## config.mk

```make
export PLATFORM = sky130hd
export DESIGN_NAME = gregorian_date_check_weekday_core
export DESIGN_NICKNAME = d
export VERILOG_FILES = /design/src/hdl/gdcw_pkg.sv /design/src/hdl/gdcw_year_stage.sv /design/src/hdl/gdcw_days_stage.sv /design/src/hdl/gdcw_mod7_stage.sv /design/src/hdl/gregorian_date_check_weekday_core.sv
export VERILOG_INCLUDE_DIRS = /design/src /design/src/hdl
export SDC_FILE = /design/constraint.sdc
export NUM_CORES = 1
export LEC_CHECK = 0
export ABC_AREA = 1
export BUFFER_PORTS_ARGS = -buffer_cell sky130_fd_sc_hd__buf_2
export CORE_MARGIN = 1
export CORE_UTILIZATION = 47
export CTS_BUF_LIST = sky130_fd_sc_hd__clkbuf_4
export DETAILED_ROUTE_END_ITERATION = 10
export GPL_ROUTABILITY_DRIVEN = 1
export GPL_TIMING_DRIVEN = 0
export MAX_ROUTING_LAYER = met4
export PLACE_DENSITY = 0.62
export SLEW_MARGIN = 20
export SYNTH_ARGS = -nofsm -noshare
export SYNTH_HDL_FRONTEND = slang
export SYNTH_SLANG_ARGS = --single-unit
export TNS_END_PERCENT = 1
```

## constraint.sdc

```tcl
create_clock -name i_clk -period 5.8 [get_ports i_clk]
set_clock_uncertainty 0.15 [all_clocks]
set_input_delay 0.29 -clock i_clk [delete_from_list [all_inputs] [get_ports i_clk]]
set_output_delay 0.29 -clock i_clk [all_outputs]
set_load 0.005 [all_outputs]
```

## src/hdl/gregorian_date_check_weekday_core_macros.svh

```systemverilog
// Assertion macros for the date check core.
// Clocked on i_clk, disabled while i_rst_n is low.
`ifndef GREGORIAN_DATE_CHECK_WEEKDAY_CORE_MACROS_SVH
`define GREGORIAN_DATE_CHECK_WEEKDAY_CORE_MACROS_SVH

`ifndef NO_ASSERTIONS
`define GDCW_ASSERT(lbl, prop, msg) \
    lbl: assert property (@(posedge i_clk) disable iff (!i_rst_n) prop) else $error(msg);
`define GDCW_ASSERT_NEXT(lbl, pre, post, msg) \
    lbl: assert property (@(posedge i_clk) disable iff (!i_rst_n) pre |=> post) else $error(msg);
`else
`define GDCW_ASSERT(lbl, prop, msg)
`define GDCW_ASSERT_NEXT(lbl, pre, post, msg)
`endif

`endif

```

## src/hdl/gdcw_pkg.sv

```systemverilog
package gdcw_pkg;

    localparam logic [2:0] ERR_OK         = 3'd0;
    localparam logic [2:0] ERR_PRE_REFORM = 3'd1;
    localparam logic [2:0] ERR_MONTH      = 3'd2;
    localparam logic [2:0] ERR_DAY_RANGE  = 3'd3;
    localparam logic [2:0] ERR_DAY_MONTH  = 3'd4;

    localparam logic [13:0] REFORM_YEAR  = 14'd1582;
    localparam logic [3:0]  REFORM_MONTH = 4'd10;
    localparam logic [5:0]  REFORM_DAY   = 6'd15;
    // absolute day number of 15 Oct 1582
    localparam logic [22:0] REFORM_DAYNUM = 23'd578100;

    // p / 100 == (p * RECIP_100) >> RECIP_SHIFT, exact for 14-bit p
    localparam logic [27:0] RECIP_100   = 28'd10486;
    localparam int          RECIP_SHIFT = 20;

    typedef struct packed {
        logic [5:0]  day;
        logic [3:0]  month;
        logic [13:0] year;
    } t_date;

    typedef struct packed {
        logic [2:0]  err;
        logic        leap;
        logic [3:0]  month;
        logic [5:0]  day;
        logic [22:0] base;
    } t_chk;

    typedef struct packed {
        logic [2:0]  err;
        logic        leap;
        logic [22:0] days;
    } t_res;

    function automatic logic [4:0] month_len(input logic leap, input logic [3:0] m);
        logic [4:0] len;
        unique case (m)
            4'd1, 4'd3, 4'd5, 4'd7, 4'd8, 4'd10, 4'd12: len = 5'd31;
            4'd4, 4'd6, 4'd9, 4'd11:                    len = 5'd30;
            4'd2:                                       len = leap ? 5'd29 : 5'd28;
            default:                                    len = 5'd0;
        endcase
        return len;
    endfunction

    // days before month index mi (0 = January)
    function automatic logic [8:0] days_before(input logic leap, input logic [3:0] mi);
        logic [8:0] n;
        unique case (mi)
            4'd0:    n = 9'd0;
            4'd1:    n = 9'd31;
            4'd2:    n = 9'd59;
            4'd3:    n = 9'd90;
            4'd4:    n = 9'd120;
            4'd5:    n = 9'd151;
            4'd6:    n = 9'd181;
            4'd7:    n = 9'd212;
            4'd8:    n = 9'd243;
            4'd9:    n = 9'd273;
            4'd10:   n = 9'd304;
            4'd11:   n = 9'd334;
            4'd12:   n = 9'd365;
            default: n = 9'd0;
        endcase
        if (leap && mi >= 4'd2 && mi <= 4'd12) begin
            n = n + 9'd1;
        end
        return n;
    endfunction

endpackage

```

## src/hdl/gdcw_year_stage.sv

```systemverilog
module gdcw_year_stage
    import gdcw_pkg::*;
(
    input  logic  i_clk,
    input  logic  i_rst_n,
    input  logic  i_valid,
    output logic  o_ready,
    input  t_date i_date,
    output logic  o_valid,
    input  logic  i_ready,
    output t_chk  o_chk
);

    // stage A: register date, start p / 100
    logic        r_va;
    t_date       r_date;
    logic [13:0] r_p;
    logic [27:0] r_prod;
    logic        ready_a;
    logic        ready_b;
    logic [13:0] p;

    // stage B: checks and year base
    logic        r_vb;
    t_chk        r_chk;
    t_chk        n_chk;
    logic [7:0]  q;
    logic [13:0] rem;
    logic        leap;

    assign ready_b = !r_vb || i_ready;
    assign ready_a = !r_va || ready_b;
    assign o_ready = ready_a;
    assign p       = i_date.year - 14'd1;

    always_ff @(posedge i_clk) begin
        if (!i_rst_n) begin
            r_va <= 1'b0;
        end else if (ready_a) begin
            r_va <= i_valid;
        end
    end

    always_ff @(posedge i_clk) begin
        if (ready_a && i_valid) begin
            r_date <= i_date;
            r_p    <= p;
            r_prod <= 28'(p) * RECIP_100;
        end
    end

    always_comb begin
        q   = r_prod[RECIP_SHIFT +: 8];
        rem = r_p - 14'(q) * 14'd100;
        // y % 100 == 0 iff (y-1) % 100 == 99; year 0 wraps and still comes out leap
        leap = (r_date.year[1:0] == 2'd0) && ((rem != 14'd99) || (q[1:0] == 2'd3));

        n_chk.leap  = leap;
        n_chk.month = r_date.month;
        n_chk.day   = r_date.day;
        n_chk.base  = 23'(r_date.year) * 23'd365 + 23'(r_p[13:2]) - 23'(q) + 23'(q[7:2]);

        priority if (r_date.year < REFORM_YEAR
                     || (r_date.year == REFORM_YEAR && r_date.month < REFORM_MONTH)
                     || (r_date.year == REFORM_YEAR && r_date.month <= REFORM_MONTH
                         && r_date.day < REFORM_DAY)) begin
            n_chk.err = ERR_PRE_REFORM;
        end else if (r_date.month == 4'd0 || r_date.month >= 4'd13) begin
            n_chk.err = ERR_MONTH;
        end else if (r_date.day == 6'd0 || r_date.day >= 6'd32) begin
            n_chk.err = ERR_DAY_RANGE;
        end else if (6'(month_len(leap, r_date.month)) < r_date.day) begin
            n_chk.err = ERR_DAY_MONTH;
        end else begin
            n_chk.err = ERR_OK;
        end
    end

    always_ff @(posedge i_clk) begin
        if (!i_rst_n) begin
            r_vb <= 1'b0;
        end else if (ready_b) begin
            r_vb <= r_va;
        end
    end

    always_ff @(posedge i_clk) begin
        if (ready_b && r_va) begin
            r_chk <= n_chk;
        end
    end

    assign o_valid = r_vb;
    assign o_chk   = r_chk;

endmodule

```

## src/hdl/gdcw_days_stage.sv

```systemverilog
module gdcw_days_stage
    import gdcw_pkg::*;
(
    input  logic i_clk,
    input  logic i_rst_n,
    input  logic i_valid,
    output logic o_ready,
    input  t_chk i_chk,
    output logic o_valid,
    input  logic i_ready,
    output t_res o_res
);

    logic        r_v;
    t_res        r_res;
    t_res        n_res;
    logic        ready;
    logic [22:0] sum;

    assign ready   = !r_v || i_ready;
    assign o_ready = ready;

    always_comb begin
        sum = i_chk.base + 23'(days_before(i_chk.leap, 4'(i_chk.month - 4'd1)))
            + 23'(i_chk.day) - 23'd1 - REFORM_DAYNUM;
        n_res.err  = i_chk.err;
        n_res.leap = i_chk.leap;
        n_res.days = (i_chk.err == ERR_OK) ? sum : 23'd0;
    end

    always_ff @(posedge i_clk) begin
        if (!i_rst_n) begin
            r_v <= 1'b0;
        end else if (ready) begin
            r_v <= i_valid;
        end
    end

    always_ff @(posedge i_clk) begin
        if (ready && i_valid) begin
            r_res <= n_res;
        end
    end

    assign o_valid = r_v;
    assign o_res   = r_res;

endmodule

```

## src/hdl/gdcw_mod7_stage.sv

```systemverilog
module gdcw_mod7_stage
    import gdcw_pkg::*;
(
    input  logic       i_clk,
    input  logic       i_rst_n,
    input  logic       i_valid,
    output logic       o_ready,
    input  t_res       i_res,
    output logic       o_valid,
    input  logic       i_ready,
    output t_res       o_res,
    output logic [2:0] o_weekday
);

    logic        r_v;
    t_res        r_res;
    logic [2:0]  r_weekday;
    logic [2:0]  n_weekday;
    logic        ready;
    logic [23:0] wide;
    logic [5:0]  dsum;
    logic [3:0]  fold1;
    logic [2:0]  fold2;

    assign ready   = !r_v || i_ready;
    assign o_ready = ready;

    // 8 == 1 mod 7: add the octal digits, then fold twice
    always_comb begin
        wide = {1'b0, i_res.days};
        dsum = 6'd0;
        for (int k = 0; k < 8; k++) begin
            dsum = dsum + 6'(wide[3*k +: 3]);
        end
        fold1     = 4'(dsum[5:3]) + 4'(dsum[2:0]);
        fold2     = 3'(4'(fold1[3]) + 4'(fold1[2:0]));
        n_weekday = (fold2 == 3'd7) ? 3'd0 : fold2;
    end

    always_ff @(posedge i_clk) begin
        if (!i_rst_n) begin
            r_v <= 1'b0;
        end else if (ready) begin
            r_v <= i_valid;
        end
    end

    always_ff @(posedge i_clk) begin
        if (ready && i_valid) begin
            r_res     <= i_res;
            r_weekday <= n_weekday;
        end
    end

    assign o_valid   = r_v;
    assign o_res     = r_res;
    assign o_weekday = r_weekday;

endmodule

```

## src/hdl/gregorian_date_check_weekday_core.sv

```systemverilog
// Gregorian date check and weekday.
// Input channel: i_valid / o_stall with i_day_of_month, i_month_number, i_year_number.
// A transaction is taken on a rising edge with i_valid high and o_stall low.
// Output channel: o_valid / i_stall with o_error_code, o_is_leap,
// o_days_since_reform and o_weekday; one result per input, in order.
// Error codes: 0 ok, 1 before 15 Oct 1582, 2 bad month, 3 day outside 1..31,
// 4 day beyond month length. On error the day count and weekday are 0.
// Weekday 0 is Friday.
// Between an input transaction and o_valid lie the four register stages
// (input/divide-by-100 product, checks and year base, day count, mod 7).
// Throughput: one transaction per cycle while i_stall is low.
// Each stage holds only while it is full and the one after it holds, so
// bubbles close up; o_stall rises only when all four stages are full and
// i_stall is high. A stalled result holds its value.
// Reset (synchronous, i_rst_n low) empties the pipeline; in-flight
// transactions are dropped.
`include "gregorian_date_check_weekday_core_macros.svh"

module gregorian_date_check_weekday_core
    import gdcw_pkg::*;
(
    input  logic        i_clk,
    input  logic        i_rst_n,
    input  logic        i_valid,
    output logic        o_stall,
    input  logic [5:0]  i_day_of_month,
    input  logic [3:0]  i_month_number,
    input  logic [13:0] i_year_number,
    output logic        o_valid,
    input  logic        i_stall,
    output logic [2:0]  o_error_code,
    output logic        o_is_leap,
    output logic [22:0] o_days_since_reform,
    output logic [2:0]  o_weekday
);

    t_date date;
    t_chk  chk;
    t_res  days_res;
    t_res  out_res;
    logic  year_ready;
    logic  chk_valid;
    logic  days_ready;
    logic  days_valid;
    logic  mod7_ready;

    assign date.day   = i_day_of_month;
    assign date.month = i_month_number;
    assign date.year  = i_year_number;

    gdcw_year_stage u_year (
        .i_clk   (i_clk),
        .i_rst_n (i_rst_n),
        .i_valid (i_valid),
        .o_ready (year_ready),
        .i_date  (date),
        .o_valid (chk_valid),
        .i_ready (days_ready),
        .o_chk   (chk)
    );

    gdcw_days_stage u_days (
        .i_clk   (i_clk),
        .i_rst_n (i_rst_n),
        .i_valid (chk_valid),
        .o_ready (days_ready),
        .i_chk   (chk),
        .o_valid (days_valid),
        .i_ready (mod7_ready),
        .o_res   (days_res)
    );

    gdcw_mod7_stage u_mod7 (
        .i_clk     (i_clk),
        .i_rst_n   (i_rst_n),
        .i_valid   (days_valid),
        .o_ready   (mod7_ready),
        .i_res     (days_res),
        .o_valid   (o_valid),
        .i_ready   (!i_stall),
        .o_res     (out_res),
        .o_weekday (o_weekday)
    );

    assign o_stall             = !year_ready;
    assign o_error_code        = out_res.err;
    assign o_is_leap           = out_res.leap;
    assign o_days_since_reform = out_res.days;

    `GDCW_ASSERT(a_err_zeroes, (o_valid && o_error_code != ERR_OK) |-> (o_days_since_reform == 23'd0 && o_weekday == 3'd0), "invalid date with non-zero count")
    `GDCW_ASSERT(a_stall_full, o_stall |-> (o_valid && i_stall && chk_valid && days_valid), "input stalled with room in pipeline")
    `GDCW_ASSERT(a_err_range, o_valid |-> (o_error_code <= ERR_DAY_MONTH && o_weekday != 3'd7), "result code out of range")
    `GDCW_ASSERT_NEXT(a_drain, (o_valid && !i_stall && !days_valid), !o_valid, "result repeated after hand-over")

endmodule
```

==> Word level (Yosys, flattened, before mapping) <==
Memories as Yosys holds them, arrays and structs flattened.
Cells that the tools add are included.
{ "totals": {"ff_bits": 163, "romBits": 144, "output_inout_bits": 32, "mem_count": 1} }
{ "classes": {"n_addsub": 20, "n_mul": 3, "n_lt_le_gt_ge": 9, "eq_ne": 16, "muxes": 9, "n_reduce_logical": 32} }
{ "mem_list": {"columns": ["memory", "words", "word_bits", "rd", "rd_clocked_by_memory_dff", "wr", "line_no", "rtl"], "rows": [
  ["(name not given)", 16, 9, 1, 0, 0, "gdcw_pkg.sv:53", "unique case (mi)"]
]} }
{ "op_table": {"columns": ["cell", "n"], "rows": [
  ["$add A23 B6 Y23", 2],
  ["$add A6 B3 Y6", 5],
  ["$mul A14 B13 Y27 const B", 1],
  ["$add A23 B12 Y23", 1],
  ["$add A23 B9 Y23", 1],
  ["$mul A14 B9 Y23 const B", 1],
  ["$sub A23 B1 Y23 const B", 1],
  ["$sub A23 B20 Y23 const B", 1],
  ["$sub A23 B8 Y23", 1],
  ["$eq A4 B4 Y1 const B", 5],
  ["$eq A4 B3 Y1 const B", 4],
  ["$mux W5", 3],
  ["$pmux W5 S3", 1],
  ["$eq A14 B11 Y1 const B", 1],
  ["$lt A14 B11 Y1 const B", 1],
  ["$ne A14 B7 Y1 const B", 1],
  ["$sub A14 B1 Y14 const B", 1],
  ["$sub A14 B14 Y14", 1],
  ["$mul A8 B5 Y12 const B", 1],
  ["$logic_and A1 B1 Y1", 10],
  ["$add A9 B1 Y9 const B", 1],
  ["$logic_or A1 B1 Y1", 9],
  ["$mux W9", 1],
  ["$add A3 B3 Y4", 2],
  ["other kinds (25)", 33]
]} }

==> Longest topological paths before layout <==
Gate-level depths: netlist of the first run.
{ "logic_depth": {"depth_word": 14, "mapped_depth": 34} }

==> Hierarchy <==
From an unflattened synthesis of the first run, not the netlist that was laid out.
{ "unflattened": {"cells_unflattened": 1795, "hier_area_um2": 16612.2} }
{ "modules_own_cells": {"columns": ["module", "instances", "cells_each", "area_per_inst_um2", "seq_area_each_um2"], "rows": [
  ["gdcw_year_stage", 1, 1220, 11755.0, 2532.4],
  ["gdcw_days_stage", 1, 458, 3205.6, 830.8],
  ["gdcw_mod7_stage", 1, 115, 1644.1, 920.9],
  ["gregorian_date_check_weekday_core", 1, 2, 7.5, 0.0]
]} }

==> Worst setup path after synthesis of the first run <==
No wires, ideal clock.
{ "synth_timing": {"path_type": "input port to flip-flop", "from": "input i_year_number[0]", "to": "register u_year.r_prod[26] (data pin)", "setup_time_ns": 0.265, "arrival_time_ns": 5.502, "required_ns": 5.385, "setup_slack_ns": -0.117, "stages": 23, "cell_sequence": "inv_1 -> ha_1 -> nand2_1 -> or3_1 -> nor3_2 -> nand3_1 -> xor2_1 -> inv_1 -> ha_1 -> fa_1 -> inv_1 -> fa_1 -> inv_1 -> fa_1 -> fa_1 -> ha_1 -> nand2_1 -> o21ai_0 -> a21oi_1 -> nand2_1 -> a31oi_1 -> o21ai_0 -> xor2_1"} }
{ "synth_between": {"elab_chain_cells": 2} }
{ "synth_lines": {"columns": ["element", "line_no", "rtl"], "rows": [
  ["start, declared", "gregorian_date_check_weekday_core.sv:28", "input logic [13:0] i_year_number,"],
  ["$sub A14 B1 Y14", "gdcw_year_stage.sv:34", "assign p = i_date.year - 14'd1;"],
  ["via u_year.p[12]", "gdcw_year_stage.sv:21", "logic [13:0] p;"],
  ["$mul A14 B13 Y27", "gdcw_year_stage.sv:48", "r_prod <= 28'(p) * RECIP_100;"],
  ["end signal, assigned", "gdcw_year_stage.sv:48", null],
  ["end, declared", "gdcw_year_stage.sv:18", "logic [27:0] r_prod;"]
]} }
The timed path passes the listed nets, and every way through them passes these cells.
A chain may end at the register's enable or synchronous reset.

==> Worst setup path after layout of the first run <==
Ends and elaborated chain as after synthesis.

==> impl_results.rst, run 1 <==
.. list-table::
   :header-rows: 1

   * - Metric
     - Value
   * - Worst r2r path cells
     - 32
   * - Gr ovfl total
     - 0
   * - Clk Tree Root Cell
     - sky130_fd_sc_hd__clkbuf_4
   * - Most used flip-flop cell after synthesis
     - sky130_fd_sc_hd__edfxtp_1
   * - Crit path buf inv count
     - 6
   * - Fraction of layout instances using a drive strength above 1
     - 10.6%
   * - Filler-free cell count of the finished design
     - 2304
   * - Outcome
     - finished clean
   * - Clock tree buffer depth
     - 2
   * - 1st-pass router iterations
     - 5
   * - Post-DP HPWL
     - 28600 um
   * - Share of async-settable or async-resettable flops after synthesis
     - 0%
   * - Via count
     - 11.3k
   * - Effective utilization at floorplan
     - 47.6%
   * - Worst max-slew margin expressed relative to the limit
     - between 30% and 40%
   * - Wire length of the first global-routing pass
     - 55500 um
   * - Final-stage net count
     - approximately 2.3k
   * - Detail Route Antenna Nets
     - 0
   * - Cell with the largest stage delay on the worst path
     - sky130_fd_sc_hd__fa_1
   * - Final count of hold timing violations
     - 0
   * - Beginning of the worst hold path
     - i_year_number[2]
   * - Worst flop-to-flop path endpoint
     - u_days.o_res[19]
   * - Final worst setup slack
     - 124 ps
   * - Path category of the worst min-delay check
     - in -> reg
   * - First DRT Iteration DRCs
     - 445
   * - Chip height
     - 189 um
   * - Boundary pin count
     - 60
   * - Total global-route track usage
     - 20.4%
   * - Final cycle utilization of the critical path
     - just under 100%
   * - Reg2reg setup slack
     - between 300 and 400 ps
   * - Count of mapped cells out of synthesis
     - about 1.7k
   * - Via count of the first global-routing pass
     - around 12k
   * - Post-synthesis net count
     - 2180
   * - Worst setup path endpoint
     - u_year.r_prod[26]
   * - Remaining design rule violation count
     - 0
   * - Maximum number of pins on one net before global-route repair
     - 30
   * - TritonCTS clock tree
     - done
   * - Signal arrival time at the worst endpoint
     - 5900 ps
   * - Clock transition at the register clock pins on the worst setup and hold paths after CTS
     - 130 ps
   * - Most common cell after layout, fill and taps aside
     - sky130_fd_sc_hd__inv_1
   * - CP dominant cell by count
     - sky130_fd_sc_hd__fa_1
   * - Yosys cell types
     - 54
   * - Data required time of the worst path
     - 6020 ps
   * - Drt total wl
     - 33600 um
   * - Upper clock frequency limit
     - ~0.18 GHz
   * - Clk Latency, worst-skew pair
     - 630 ps
   * - Cell family with the largest share of critical-path delay
     - adder cells
   * - Routability congestion estimate
     - 0.928
   * - Routed wire per std cell
     - ~15 um
   * - Total die area
     - 0.0356 sq mm
   * - Startpoint of the most critical setup path
     - i_year_number[0]
   * - Placement row count
     - 68
   * - Die X-Extent
     - roughly 190 um
   * - Element type at the critical path end
     - flop
   * - Number of max-cap violations
     - 0
   * - Layout-stage area growth over the synthesis result
     - 11.6%
   * - Clk sink count
     - 144
   * - Worst hold path stage count
     - 3
   * - Maximum single-stage delay on the critical path
     - between 500 and 600 ps
   * - Num CTS Buffers
     - 17
   * - Post-synthesis register bit count
     - 144
   * - Depth of the CTS H-tree
     - 4
   * - Portion of the post-synthesis area used by sequential elements
     - 26.1%
   * - Initial antenna violation count
     - 2
   * - Setup WS pre-CTS
     - -1020 ps
   * - Peak fanout along the critical path
     - 6
   * - Start-to-end type of the worst setup path
     - in -> reg
   * - Leading cell types in the layout, fill and taps excluded
     - sky130_fd_sc_hd__inv_1, sky130_fd_sc_hd__ha_1, sky130_fd_sc_hd__nand2_1, sky130_fd_sc_hd__fa_1, sky130_fd_sc_hd__edfxtp_1
   * - Number of enable flip-flop cells after synthesis
     - 140
   * - Count of cell instances traversed by the critical path
     - 25
   * - Syn. warnings
     - 0
   * - Fin crit period
     - between 5000 and 6000 ps
   * - Synth Cell Area
     - 0.0164 sq mm
   * - Mean number of vias per cell
     - 4.91
   * - Number of input and output port buffers inserted
     - about 60
   * - Number of slew-limit violations in the final report
     - 0
   * - Core box area
     - 0.0345 sq mm
   * - Worst R2R Start
     - u_year.o_chk[29]
   * - Transition time at the pin with the least slew margin
     - 931 ps
   * - Final count of negative-setup-slack endpoints
     - 0
   * - Dpl cells
     - 2223
   * - Startpoint Class
     - primary input
   * - Average instance area after synthesis
     - 9.61 sq um
cell families (layout without fill, tap and decap cells):
group	after synthesis	in the layout	synth area share (%)
adders and majority gates	447	447	41.7
AOI/OAI and AO/OA	208	208	7.57
muxes	1	1	0.0611
buffers and inverters	445	587	10.2
DFF	144	144	26.1
other	0	2	0
xor gates and xnor gates	66	66	3.53
and+or+nand+nor	394	394	10.8
state kept, by name (all words and copies together), names as in the netlist:
name and flops:
u_days.o_res 27, u_days.o_valid 1, u_mod7.o_res 27, u_mod7.o_valid 1, u_mod7.o_weekday 3, u_year.n_chk 10, u_year.o_chk 37, u_year.o_valid 1
u_year.r_date 14, u_year.r_p 14, u_year.r_prod 8, u_year.r_va 1
per-stage QoR:
step	TNS, ps	util, %	cell area, sq um	hold WS [ps]
after floorplan	0	-	16400	239
after global placement	-6120	50.1	17300	254
after detailed placement	-6820	50.4	17400	257
after CTS	0	52.4	18100	159
after global routing	-94.6	53.1	18300	187
final	0	53.1	18300	208
cells in the mapped netlist (2+ instances only):
cell                         n  share of area (%)
sky130_fd_sc_hd__inv_1     435                 10
sky130_fd_sc_hd__ha_1      281                 21
sky130_fd_sc_hd__nand2_1   199                4.6
sky130_fd_sc_hd__fa_1      166                 20
sky130_fd_sc_hd__edfxtp_1  140                 26
sky130_fd_sc_hd__a21oi_1    89                2.7
sky130_fd_sc_hd__nor2_1     80                1.8
sky130_fd_sc_hd__nand3_1    50                1.5
sky130_fd_sc_hd__o21ai_0    49                1.5
sky130_fd_sc_hd__xor2_1     41                2.2
sky130_fd_sc_hd__xnor2_1    25                1.3
sky130_fd_sc_hd__nor3_1     13               0.40
sky130_fd_sc_hd__nand4_1    11               0.42
sky130_fd_sc_hd__a21o_1      9               0.41
sky130_fd_sc_hd__o21ai_1     9               0.27
sky130_fd_sc_hd__inv_2       8               0.18
sky130_fd_sc_hd__a31oi_1     7               0.27
sky130_fd_sc_hd__a21oi_2     6               0.32
sky130_fd_sc_hd__nor4_1      6               0.23
sky130_fd_sc_hd__o211ai_1    6               0.27
sky130_fd_sc_hd__o21ai_2     6               0.32
sky130_fd_sc_hd__a211oi_1    5               0.23
sky130_fd_sc_hd__nand2_2     5               0.19
sky130_fd_sc_hd__nor2_2      5               0.19
sky130_fd_sc_hd__o21a_1      5               0.23
sky130_fd_sc_hd__dfxtp_1     4               0.49
sky130_fd_sc_hd__nor3_2      4               0.24
sky130_fd_sc_hd__o21bai_1    4               0.18
sky130_fd_sc_hd__a221oi_1    3               0.16
sky130_fd_sc_hd__nand3_2     3               0.18
sky130_fd_sc_hd__nand3b_1    3               0.14
sky130_fd_sc_hd__a21oi_4     2               0.20
sky130_fd_sc_hd__nand2_4     2               0.14
sky130_fd_sc_hd__nor2_4      2               0.14
sky130_fd_sc_hd__nor3b_1     2              0.092
sky130_fd_sc_hd__nor3b_2     2               0.15
per-layer routing:
metal	share of wire, %	global-route usage [%]
met5	0	-
met4	2.0	6.23
met3	2.8	2.78
met2	51	35.6
met1	44	24.2
worst min path at each step:
stage / end / slack [ps]
after floorplan: u_year.n_chk[23] / 240
after global placement: u_mod7.o_res[23] / 250
after detailed placement: u_mod7.o_res[23] / 260
after CTS: u_year.r_p[1] / 160
after global routing: u_year.n_chk[27] / 190
final: u_year.r_p[2] / 210
tightest hold or removal path: stages:
cell                      delay, ps
sky130_fd_sc_hd__buf_2          150
sky130_fd_sc_hd__xnor2_1        160
sky130_fd_sc_hd__inv_1          210
repair_timing:
action | CTS | global route
pin swaps | 1 | 6
resized for setup | 14 | 26
setup buffers | 1 | 16
hold endpoints to repair | 36 | 0
setup endpoints to repair | 7 | 13
hold buffers | 30 | 0
area by class of cell:
| type | instances | area, sq um |
|---|---|---|
| well taps | 455 | 569 |
| multi-input cells | 1116 | 10600 |
| diodes | 2 | 5.00 |
| clock buffers | 17 | 128 |
| inverters | 444 | 1670 |
| clock inverters | 15 | 176 |
| fillers | 3130 | 16200 |
| repair buffers | 110 | 811 |
| plain buffers | 1 | 3.75 |
| flip-flops and latches | 144 | 4280 |
Power of run 1 is left out: the tool's default activity adds up to more than one toggle a clock period on the data nets, which glitch-free logic cannot reach.
==> run 2, diff against run 1 <==
ABC_AREA = default   (was 1)
CTS_BUF_LIST = sky130_fd_sc_hd__clkbuf_8 sky130_fd_sc_hd__clkbuf_16   (was sky130_fd_sc_hd__clkbuf_4)
GPL_TIMING_DRIVEN = default   (was 0)
==> run 2 against run 1 <==
  * Worst hold slack worse by 170 ps
  * Non-clock buffer count is 54 higher
  * Cell area is 0.13% lower
  * Count of clock-buffer cells in the layout stayed put
  * Critical path depth is 3 lower
  * Critical path type unchanged
==> impl_results.rst, run 2 <==
.. list-table::
   :header-rows: 1

   * - Metric
     - Value
   * - Outcome
     - finished clean (unchanged)
   * - List of cells traversed by the critical path
     - buf_2, or4_4, or4_4, xor2_4, buf_6, fa_1, inv_2, ha_4, fa_1, inv_2, fa_2, inv_2, fa_2, ha_4, a21o_1, a21o_1, a21oi_2, nor3b_4, a211oi_4, nor3_2, o21bai_1, xor2_1
   * - Startpoint of the most critical setup path
     - i_year_number[7] (was i_year_number[0])
   * - Mean number of vias per cell
     - 4.89 (was 4.91)
   * - Cell family with the largest share of critical-path delay
     - adder cells (unchanged)
   * - CP dominant cell by count
     - sky130_fd_sc_hd__inv_2 (was sky130_fd_sc_hd__fa_1)
   * - Number of inserted diodes
     - 0 (was 2)
   * - Final count of hold timing violations
     - 0 (unchanged)
   * - Drt total wl
     - 31100 um (was 33600 um)
   * - Wire length of the first global-routing pass
     - 51300 um (was 55500 um)
   * - Via count of the first global-routing pass
     - 10.6k (was 11.7k)
   * - Boundary pin count
     - 60 (unchanged)
   * - Worst max-slew margin expressed relative to the limit
     - 56.2% (was 37.8%)
   * - Signal arrival time at the worst endpoint
     - 5710 ps (was 5900 ps)
   * - Number of input and output port buffers inserted
     - 59 (unchanged)
   * - Die X-Extent
     - 184 um (was 189 um)
   * - Number of max-cap violations
     - 0 (unchanged)
   * - First DRT Iteration DRCs
     - 338 (was 445)
   * - Maximum single-stage delay on the critical path
     - 540 ps (was 550 ps)
   * - Leading cell types in the layout, fill and taps excluded
     - sky130_fd_sc_hd__inv_1, sky130_fd_sc_hd__ha_1, sky130_fd_sc_hd__fa_1, sky130_fd_sc_hd__edfxtp_1, sky130_fd_sc_hd__buf_4 (was sky130_fd_sc_hd__inv_1, sky130_fd_sc_hd__ha_1, sky130_fd_sc_hd__nand2_1, sky130_fd_sc_hd__fa_1, sky130_fd_sc_hd__edfxtp_1)
   * - Number of slew-limit violations in the final report
     - 0 (unchanged)
   * - Count of cell instances traversed by the critical path
     - 22 (was 25)
   * - Area fraction of the dominant cell type after synthesis
     - 27.0% (was 25.7%)
   * - Clk sink count
     - 144 (unchanged)
   * - Element type at the critical path end
     - flop (unchanged)
   * - Num CTS Buffers
     - 17 (unchanged)
   * - Share of async-settable or async-resettable flops after synthesis
     - 0% (unchanged)
   * - Core box area
     - 0.0325 sq mm (was 0.0345 sq mm)
   * - Path category of the worst min-delay check
     - in -> reg (unchanged)
   * - Routability congestion estimate
     - 0.891 (was 0.928)
   * - Startpoint Class
     - primary input (unchanged)
   * - Total global-route track usage
     - 20.2% (was 20.4%)
   * - Final count of negative-setup-slack endpoints
     - 0 (unchanged)
   * - Reg2reg setup slack
     - 310 ps (was 380 ps)
   * - Most used flip-flop cell after synthesis
     - sky130_fd_sc_hd__edfxtp_1 (unchanged)
   * - Final worst setup slack
     - 124 ps (about the same)
   * - Post-synthesis register bit count
     - 144 (unchanged)
   * - Leading cell types by count after synthesis
     - sky130_fd_sc_hd__inv_1, sky130_fd_sc_hd__ha_1, sky130_fd_sc_hd__fa_1, sky130_fd_sc_hd__edfxtp_1, sky130_fd_sc_hd__nor2_1 (was sky130_fd_sc_hd__inv_1, sky130_fd_sc_hd__ha_1, sky130_fd_sc_hd__nand2_1, sky130_fd_sc_hd__fa_1, sky130_fd_sc_hd__edfxtp_1)
   * - Clk Tree Root Cell
     - sky130_fd_sc_hd__clkbuf_16 (was sky130_fd_sc_hd__clkbuf_4)
   * - Syn. warnings
     - 0 (unchanged)
   * - Chip height
     - 184 um (was 189 um)
   * - Crit path buf inv count
     - 5 (was 6)
   * - Setup repair after global routing missed its margin
     - true
   * - Compound-cell area share of the yosys netlist
     - 8.33% (was 7.57%)
   * - Upper clock frequency limit
     - 0.176 GHz (about the same)
   * - Effective utilization at floorplan
     - 47.8% (was 47.6%)
   * - Clk Latency, worst-skew pair
     - 430 ps (was 630 ps)
   * - Final cycle utilization of the critical path
     - 97.9% (about the same)
   * - Flip-flop count of the largest register, all copies and words added
     - 37 (unchanged)
   * - Transition time at the pin with the least slew margin
     - 657 ps (was 931 ps)
   * - Placement row count
     - 66 (was 68)
   * - Start-to-end type of the worst setup path
     - in -> reg (unchanged)
   * - Final-stage net count
     - 2071 (was 2309)
   * - Portion of the post-synthesis area used by sequential elements
     - 27.5% (was 26.1%)
   * - Clock transition at the register clock pins on the worst setup and hold paths after CTS
     - 70 ps (was 130 ps)
   * - Adder-cell share of the synthesized area
     - 44.0% (was 41.7%)
   * - Simple-gate share of the synthesized area
     - 6.37% (was 10.8%)
   * - Layout fillers
     - 2842 (was 3130)
   * - Xor/xnor share of the synthesized area
     - 4.88% (was 3.53%)
   * - Average instance area after synthesis
     - 11.0 sq um (was 9.61 sq um)
   * - Multiplexer fraction of the synthesized cell area
     - 0.402% (was 0.0611%)
   * - Biggest area contributors in the synthesized netlist
     - sky130_fd_sc_hd__edfxtp_1, sky130_fd_sc_hd__ha_1, sky130_fd_sc_hd__fa_1, sky130_fd_sc_hd__inv_1, sky130_fd_sc_hd__xnor2_1 (was sky130_fd_sc_hd__edfxtp_1, sky130_fd_sc_hd__ha_1, sky130_fd_sc_hd__fa_1, sky130_fd_sc_hd__inv_1, sky130_fd_sc_hd__nand2_1)
   * - Initial antenna violation count
     - 0 (was 2)
   * - Worst flop-to-flop path endpoint
     - u_mod7.o_weekday[0] (was u_days.o_res[19])
   * - Dominant combinational cell family by area after synthesis
     - adder cells (unchanged)
   * - Via count
     - 10.0k (was 11.3k)
   * - Post-DP HPWL
     - 26800 um (was 28600 um)
   * - Filler-free cell count of the finished design
     - 2050 (was 2304)
   * - Layout-stage area growth over the synthesis result
     - 17.4% (was 11.6%)
   * - Remaining design rule violation count
     - 0 (unchanged)
   * - Depth of the CTS H-tree
     - 4 (unchanged)
   * - Worst R2R Start
     - u_days.o_res[0] (was u_year.o_chk[29])
   * - Peak fanout along the critical path
     - 4 (was 6)
   * - Post-synthesis net count
     - 1893 (was 2180)
   * - Data required time of the worst path
     - 5830 ps (was 6020 ps)
   * - Biggest area consumer among synthesized cells
     - sky130_fd_sc_hd__edfxtp_1 (unchanged)
   * - Gr ovfl total
     - 0 (unchanged)
   * - Setup WS pre-CTS
     - -430 ps (was -1020 ps)
   * - Routed wire per std cell
     - 15.2 um (was 14.6 um)
   * - Most common cell after layout, fill and taps aside
     - sky130_fd_sc_hd__inv_1 (unchanged)
   * - Dpl cells
     - 1991 (was 2223)
   * - TritonCTS clock tree
     - done (unchanged)
   * - Number of enable flip-flop cells after synthesis
     - 140 (unchanged)
   * - Yosys cell types
     - 68 (was 54)
   * - Clock tree buffer depth
     - 2 (unchanged)
   * - Detail Route Antenna Nets
     - 0 (unchanged)
   * - Worst r2r path cells
     - 20 (was 32)
   * - Maximum number of pins on one net before global-route repair
     - 47 (was 30)
   * - Worst setup path endpoint
     - u_year.r_prod[26] (unchanged)
   * - Fin crit period
     - 5680 ps (about the same)
   * - Fraction of layout instances using a drive strength above 1
     - 16.5% (was 10.6%)
   * - Synth Cell Area
     - 0.0156 sq mm (was 0.0164 sq mm)
   * - Count of mapped cells out of synthesis
     - 1418 (was 1705)
   * - Total die area
     - 0.0338 sq mm (was 0.0356 sq mm)
   * - 1st-pass router iterations
     - 4 (was 5)
   * - Library cell with the highest instance count after synthesis
     - sky130_fd_sc_hd__inv_1 (unchanged)
   * - Cell with the largest stage delay on the worst path
     - sky130_fd_sc_hd__fa_1 (unchanged)
==> run 2: layout make-up <==
type	count	area, sq um	share of cell area [%]
Clock buffer	17	425	2.33
Tap cell	442	553	3.03
Inverter	345	1300	7.13
Timing Repair Buffer	165	1170	6.39
Clock inverter	14	134	0.733
Sequential cell	144	4280	23.5
Multi-Input combinational cell	923	10400	56.9
==> run 2: cell families (layout without fill, tap and decap cells) <==
kind of cell             Yosys count  after routing
multiplexers                       6              6
AO/OA/AOI/OAI                    189            189
flip-flops                       144            144
AND/OR/NAND/NOR                  199            199
XOR/XNOR                          82             82
adder cells (fa/ha/maj)          447            447
buffers and inverters            351            541
==> run 2: worst min-delay path by stage <==
stage	from	end	slack [ps]	depth (start not counted)
after global placement	u_days.o_res[26]	u_mod7.o_res[26]	250	0
after floorplan	i_day_of_month[0]	u_year.n_chk[23]	240	0
after detailed placement	u_days.o_res[25]	u_mod7.o_res[25]	250	0
after CTS	i_year_number[9]	u_year.r_date[9]	20	2
after global routing	i_year_number[13]	u_year.r_date[13]	20	1
final	i_year_number[9]	u_year.r_date[9]	40	2
==> run 2: per-stage QoR <==
stage / TNS (ps) / hold slack (ps) / cell area, sq um / util [%]
2_1_floorplan: 0 / 239 / 15800 / -
3_3_place_gp: -1410 / 254 / 17200 / 52.9
3_5_place_dp: -2030 / 255 / 17200 / 52.9
4_1_cts: 0 / 20.6 / 17900 / 55.0
5_1_grt: -387 / 15.3 / 18300 / 56.1
6_report: 0 / 41.6 / 18300 / 56.1
==> run 2: per-layer routing <==
metal | up-vias | share of wire [%] | GRT usage (%)
met5 | - | 0 | -
met4 | 0 | 1.9 | 5.47
met3 | 36 | 1.4 | 2.34
met2 | 109 | 54 | 37.5
met1 | 4831 | 43 | 22.8
li1 | 5049 | - | -
==> run 2: what timing repair did <==
| action | 4_1_cts | 5_1_grt |
|---|---|---|
| hold buffers | 14 | 0 |
| setup endpoints to repair | 0 | 11 |
| resized for setup | 0 | 43 |
| endpoints found under the hold margin | 14 | 0 |
| setup buffers | 0 | 13 |
Power of run 2 is left out for the same reason.
==> run 3, diff against run 2 <==
==> constraint.sdc (replaced) <==
create_clock -name i_clk -period 5.8 [get_ports i_clk]
set_clock_uncertainty 0.15 [all_clocks]
set_input_delay 0.58 -clock i_clk [delete_from_list [all_inputs] [get_ports i_clk]]
set_output_delay 0.58 -clock i_clk [all_outputs]
set_load 0.005 [all_outputs]
==> run 3 against run 2 <==
  * The flow now finishes with violations (negative setup slack)
  * Sequential share of layout area grew 0.33 points
  * First-iteration DRC count grew 36%
  * Maximum frequency shrank 2.4%
  * Core utilization shrank 0.78 points
  * Via count grew 0.22%
  * Routed wire length shrank 0.45%
  * Count of clock-buffer cells in the layout is the same
==> impl_results.rst, run 3 (synthesized netlist as in run 2, its figures left out) <==
.. list-table::
   :header-rows: 1

   * - Metric
     - Value
   * - Multi-input logic area
     - 0.0103 sq mm (was 0.0104 sq mm)
   * - Transition time at the pin with the least slew margin
     - 605 ps (was 657 ps)
   * - Dpl cells
     - 2002 (was 1991)
   * - Via count of the first global-routing pass
     - 10.6k (about the same)
   * - Element type at the critical path end
     - flop (unchanged)
   * - Chip height
     - 184 um (unchanged)
   * - Beginning of the worst hold path
     - i_month_number[1] (was i_year_number[9])
   * - Layout-stage area growth over the synthesis result
     - 15.8% (was 17.4%)
   * - Clk sink count
     - 144 (unchanged)
   * - Layout fillers
     - 2867 (was 2842)
   * - Remaining design rule violation count
     - 0 (unchanged)
   * - Gr ovfl total
     - 0 (unchanged)
   * - Number of slew-limit violations in the final report
     - 0 (unchanged)
   * - Flip-flop count of the largest register, all copies and words added
     - 37 (unchanged)
   * - Failing checks
     - negative setup slack
   * - Leading cell types in the layout, fill and taps excluded
     - sky130_fd_sc_hd__inv_1, sky130_fd_sc_hd__ha_1, sky130_fd_sc_hd__fa_1, sky130_fd_sc_hd__edfxtp_1, sky130_fd_sc_hd__buf_4 (unchanged)
   * - Outcome
     - finished with violations (was finished clean)
   * - Path category of the worst min-delay check
     - in -> reg (unchanged)
   * - Final count of hold timing violations
     - 0 (unchanged)
   * - Upper clock frequency limit
     - 0.172 GHz (was 0.176 GHz)
   * - Initial antenna violation count
     - 0 (unchanged)
   * - Core box area
     - 0.0325 sq mm (unchanged)
   * - Clk Tree Root Cell
     - sky130_fd_sc_hd__clkbuf_16 (unchanged)
   * - Routed wire per std cell
     - 15.2 um (about the same)
   * - Setup WS pre-CTS
     - -657 ps (was -430 ps)
   * - List of cells traversed by the critical path
     - buf_2, or4_4, buf_6, or3_4, xnor2_4, ha_4, fa_1, inv_1, fa_1, inv_1, fa_1, fa_1, ha_4, a211oi_4, a21oi_1, a21bo_2, o211ai_1, buf_4, a211oi_1, o21a_1, o31a_1 (was buf_2, or4_4, or4_4, xor2_4, buf_6, fa_1, inv_2, ha_4, fa_1, inv_2, fa_2, inv_2, fa_2, ha_4, a21o_1, a21o_1, a21oi_2, nor3b_4, a211oi_4, nor3_2, o21bai_1, xor2_1)
   * - Drt total wl
     - 30900 um (was 31100 um)
   * - Post-DP HPWL
     - 26800 um (about the same)
   * - Depth of the CTS H-tree
     - 4 (unchanged)
   * - Summed area of non-filler cells in the final layout
     - 0.0180 sq mm (was 0.0183 sq mm)
   * - Peak fanout along the critical path
     - 4 (unchanged)
   * - Cell area after placement
     - 0.0173 sq mm (was 0.0172 sq mm)
   * - Worst R2R Start
     - u_year.o_chk[29] (was u_days.o_res[0])
   * - Start-to-end type of the worst setup path
     - in -> reg (unchanged)
   * - Maximum single-stage delay on the critical path
     - 580 ps (was 540 ps)
   * - Final count of negative-setup-slack endpoints
     - 3 (was 0)
   * - Fraction of layout instances using a drive strength above 1
     - 15.5% (was 16.5%)
   * - Signal arrival time at the worst endpoint
     - 5850 ps (was 5710 ps)
   * - TritonCTS clock tree
     - done (unchanged)
   * - Num CTS Buffers
     - 17 (unchanged)
   * - Clock transition at the register clock pins on the worst setup and hold paths after CTS
     - 60 ps (was 70 ps)
   * - Number of max-cap violations
     - 0 (unchanged)
   * - Final-stage net count
     - 2058 (was 2071)
   * - Startpoint Class
     - primary input (unchanged)
   * - Worst max-slew margin expressed relative to the limit
     - 59.2% (was 56.2%)
   * - Cell with the largest stage delay on the worst path
     - sky130_fd_sc_hd__fa_1 (unchanged)
   * - Effective utilization at floorplan
     - 47.8% (unchanged)
   * - Boundary pin count
     - 60 (unchanged)
   * - Clock tree buffer depth
     - 2 (unchanged)
   * - Data required time of the worst path
     - 5830 ps (about the same)
   * - Destination of the worst hold path
     - u_year.n_chk[30] (was u_year.r_date[9])
   * - Number of input and output port buffers inserted
     - 59 (unchanged)
   * - Worst hold margin
     - 181 ps (was 41.6 ps)
   * - Hold-fix buffers at CTS
     - 0 (was 14)
   * - Most common cell after layout, fill and taps aside
     - sky130_fd_sc_hd__inv_1 (unchanged)
   * - Via count
     - 10.0k (about the same)
   * - Total global-route track usage
     - 20.3% (was 20.2%)
   * - Filler-free cell count of the finished design
     - 2038 (was 2050)
   * - Combined flip-flop and latch cell area
     - 0.00428 sq mm (unchanged)
   * - Maximum number of pins on one net before global-route repair
     - 47 (unchanged)
   * - Die X-Extent
     - 184 um (unchanged)
   * - Setup repair after global routing missed its margin
     - true (unchanged)
   * - Fin crit period
     - 5820 ps (was 5680 ps)
   * - Clk Latency, worst-skew pair
     - 430 ps (about the same)
   * - Reg2reg setup slack
     - 310 ps (about the same)
   * - Worst r2r path cells
     - 27 (was 20)
   * - Placement row count
     - 66 (unchanged)
   * - Detail Route Antenna Nets
     - 0 (unchanged)
   * - Final cycle utilization of the critical path
     - 100% (was 97.9%)
   * - First DRT Iteration DRCs
     - 459 (was 338)
   * - Routability congestion estimate
     - 0.958 (was 0.891)
   * - Worst hold path stage count
     - 1 (was 2)
   * - Number of inserted diodes
     - 0 (unchanged)
   * - Wire length of the first global-routing pass
     - 51400 um (was 51300 um)
   * - Total die area
     - 0.0338 sq mm (unchanged)
   * - CP dominant cell by count
     - sky130_fd_sc_hd__fa_1 (was sky130_fd_sc_hd__inv_2)
   * - Worst flop-to-flop path endpoint
     - u_days.o_res[20] (was u_mod7.o_weekday[0])
   * - Final worst setup slack
     - -16.6 ps (was 124 ps)
   * - Mean number of vias per cell
     - 4.93 (was 4.89)
   * - 1st-pass router iterations
     - 4 (unchanged)
==> run 3: how the worst max path moves through the flow <==
| stage | start | endpoint | slack (ps) | cells past startpoint |
|---|---|---|---|---|
| after global placement | i_year_number[9] | u_year.r_prod[26] | -530 | 22 |
| after floorplan | i_year_number[9] | u_year.r_prod[26] | -280 | 20 |
| after global routing | i_year_number[2] | u_year.r_prod[24] | -300 | 23 |
| final | i_year_number[9] | u_year.r_prod[24] | -20 | 21 |
| after CTS | i_year_number[9] | u_year.r_prod[24] | -10 | 22 |
| after detailed placement | i_year_number[9] | u_year.r_prod[26] | -660 | 20 |
==> run 3: what timing repair did <==
item                                    CTS  global route
pin swaps                                 7            11
buffers inserted                          2             1
endpoints found under the setup margin    6            15
gates resized for setup                   7            12
==> run 3: layout make-up <==
type                            instances  share of cell area (%)
Sequential cell                       144                    23.8
Clock buffer                           17                    2.36
Tap cell                              442                    3.07
Inverter                              345                    7.23
Multi-Input combinational cell        923                    57.0
Clock inverter                         15                   0.806
Timing Repair Buffer                  152                    5.74
==> run 3: per-stage QoR <==
stage               util, %  setup TNS [ps]
floorplan                 -           -1080
detailed placement     53.1           -4220
global route           55.3           -1710
finish                 55.3           -24.0
CTS                    55.1           -12.4
global placement       53.1           -3310
==> run 3: layer usage <==
layer  global-route usage, %  up-vias  part of all wire [%]
li1                        -     5012                     -
met4                    7.27        0                   2.6
met1                    22.9     4870                    42
met5                       -        -                     0
met3                    2.61       30                   2.3
met2                    36.7      135                    53
==> run 3: critical path: cells and delay by family <==
| family | cells | cell delay, ps |
|---|---|---|
| xor gates and xnor gates | 1 | 240 |
| adders and majority gates | 6 | 2510 |
| buffers and inverters | 5 | 510 |
| and+or+nand+nor | 2 | 880 |
| AOI/OAI and AO/OA | 7 | 1140 |
Power of run 3 is left out for the same reason.
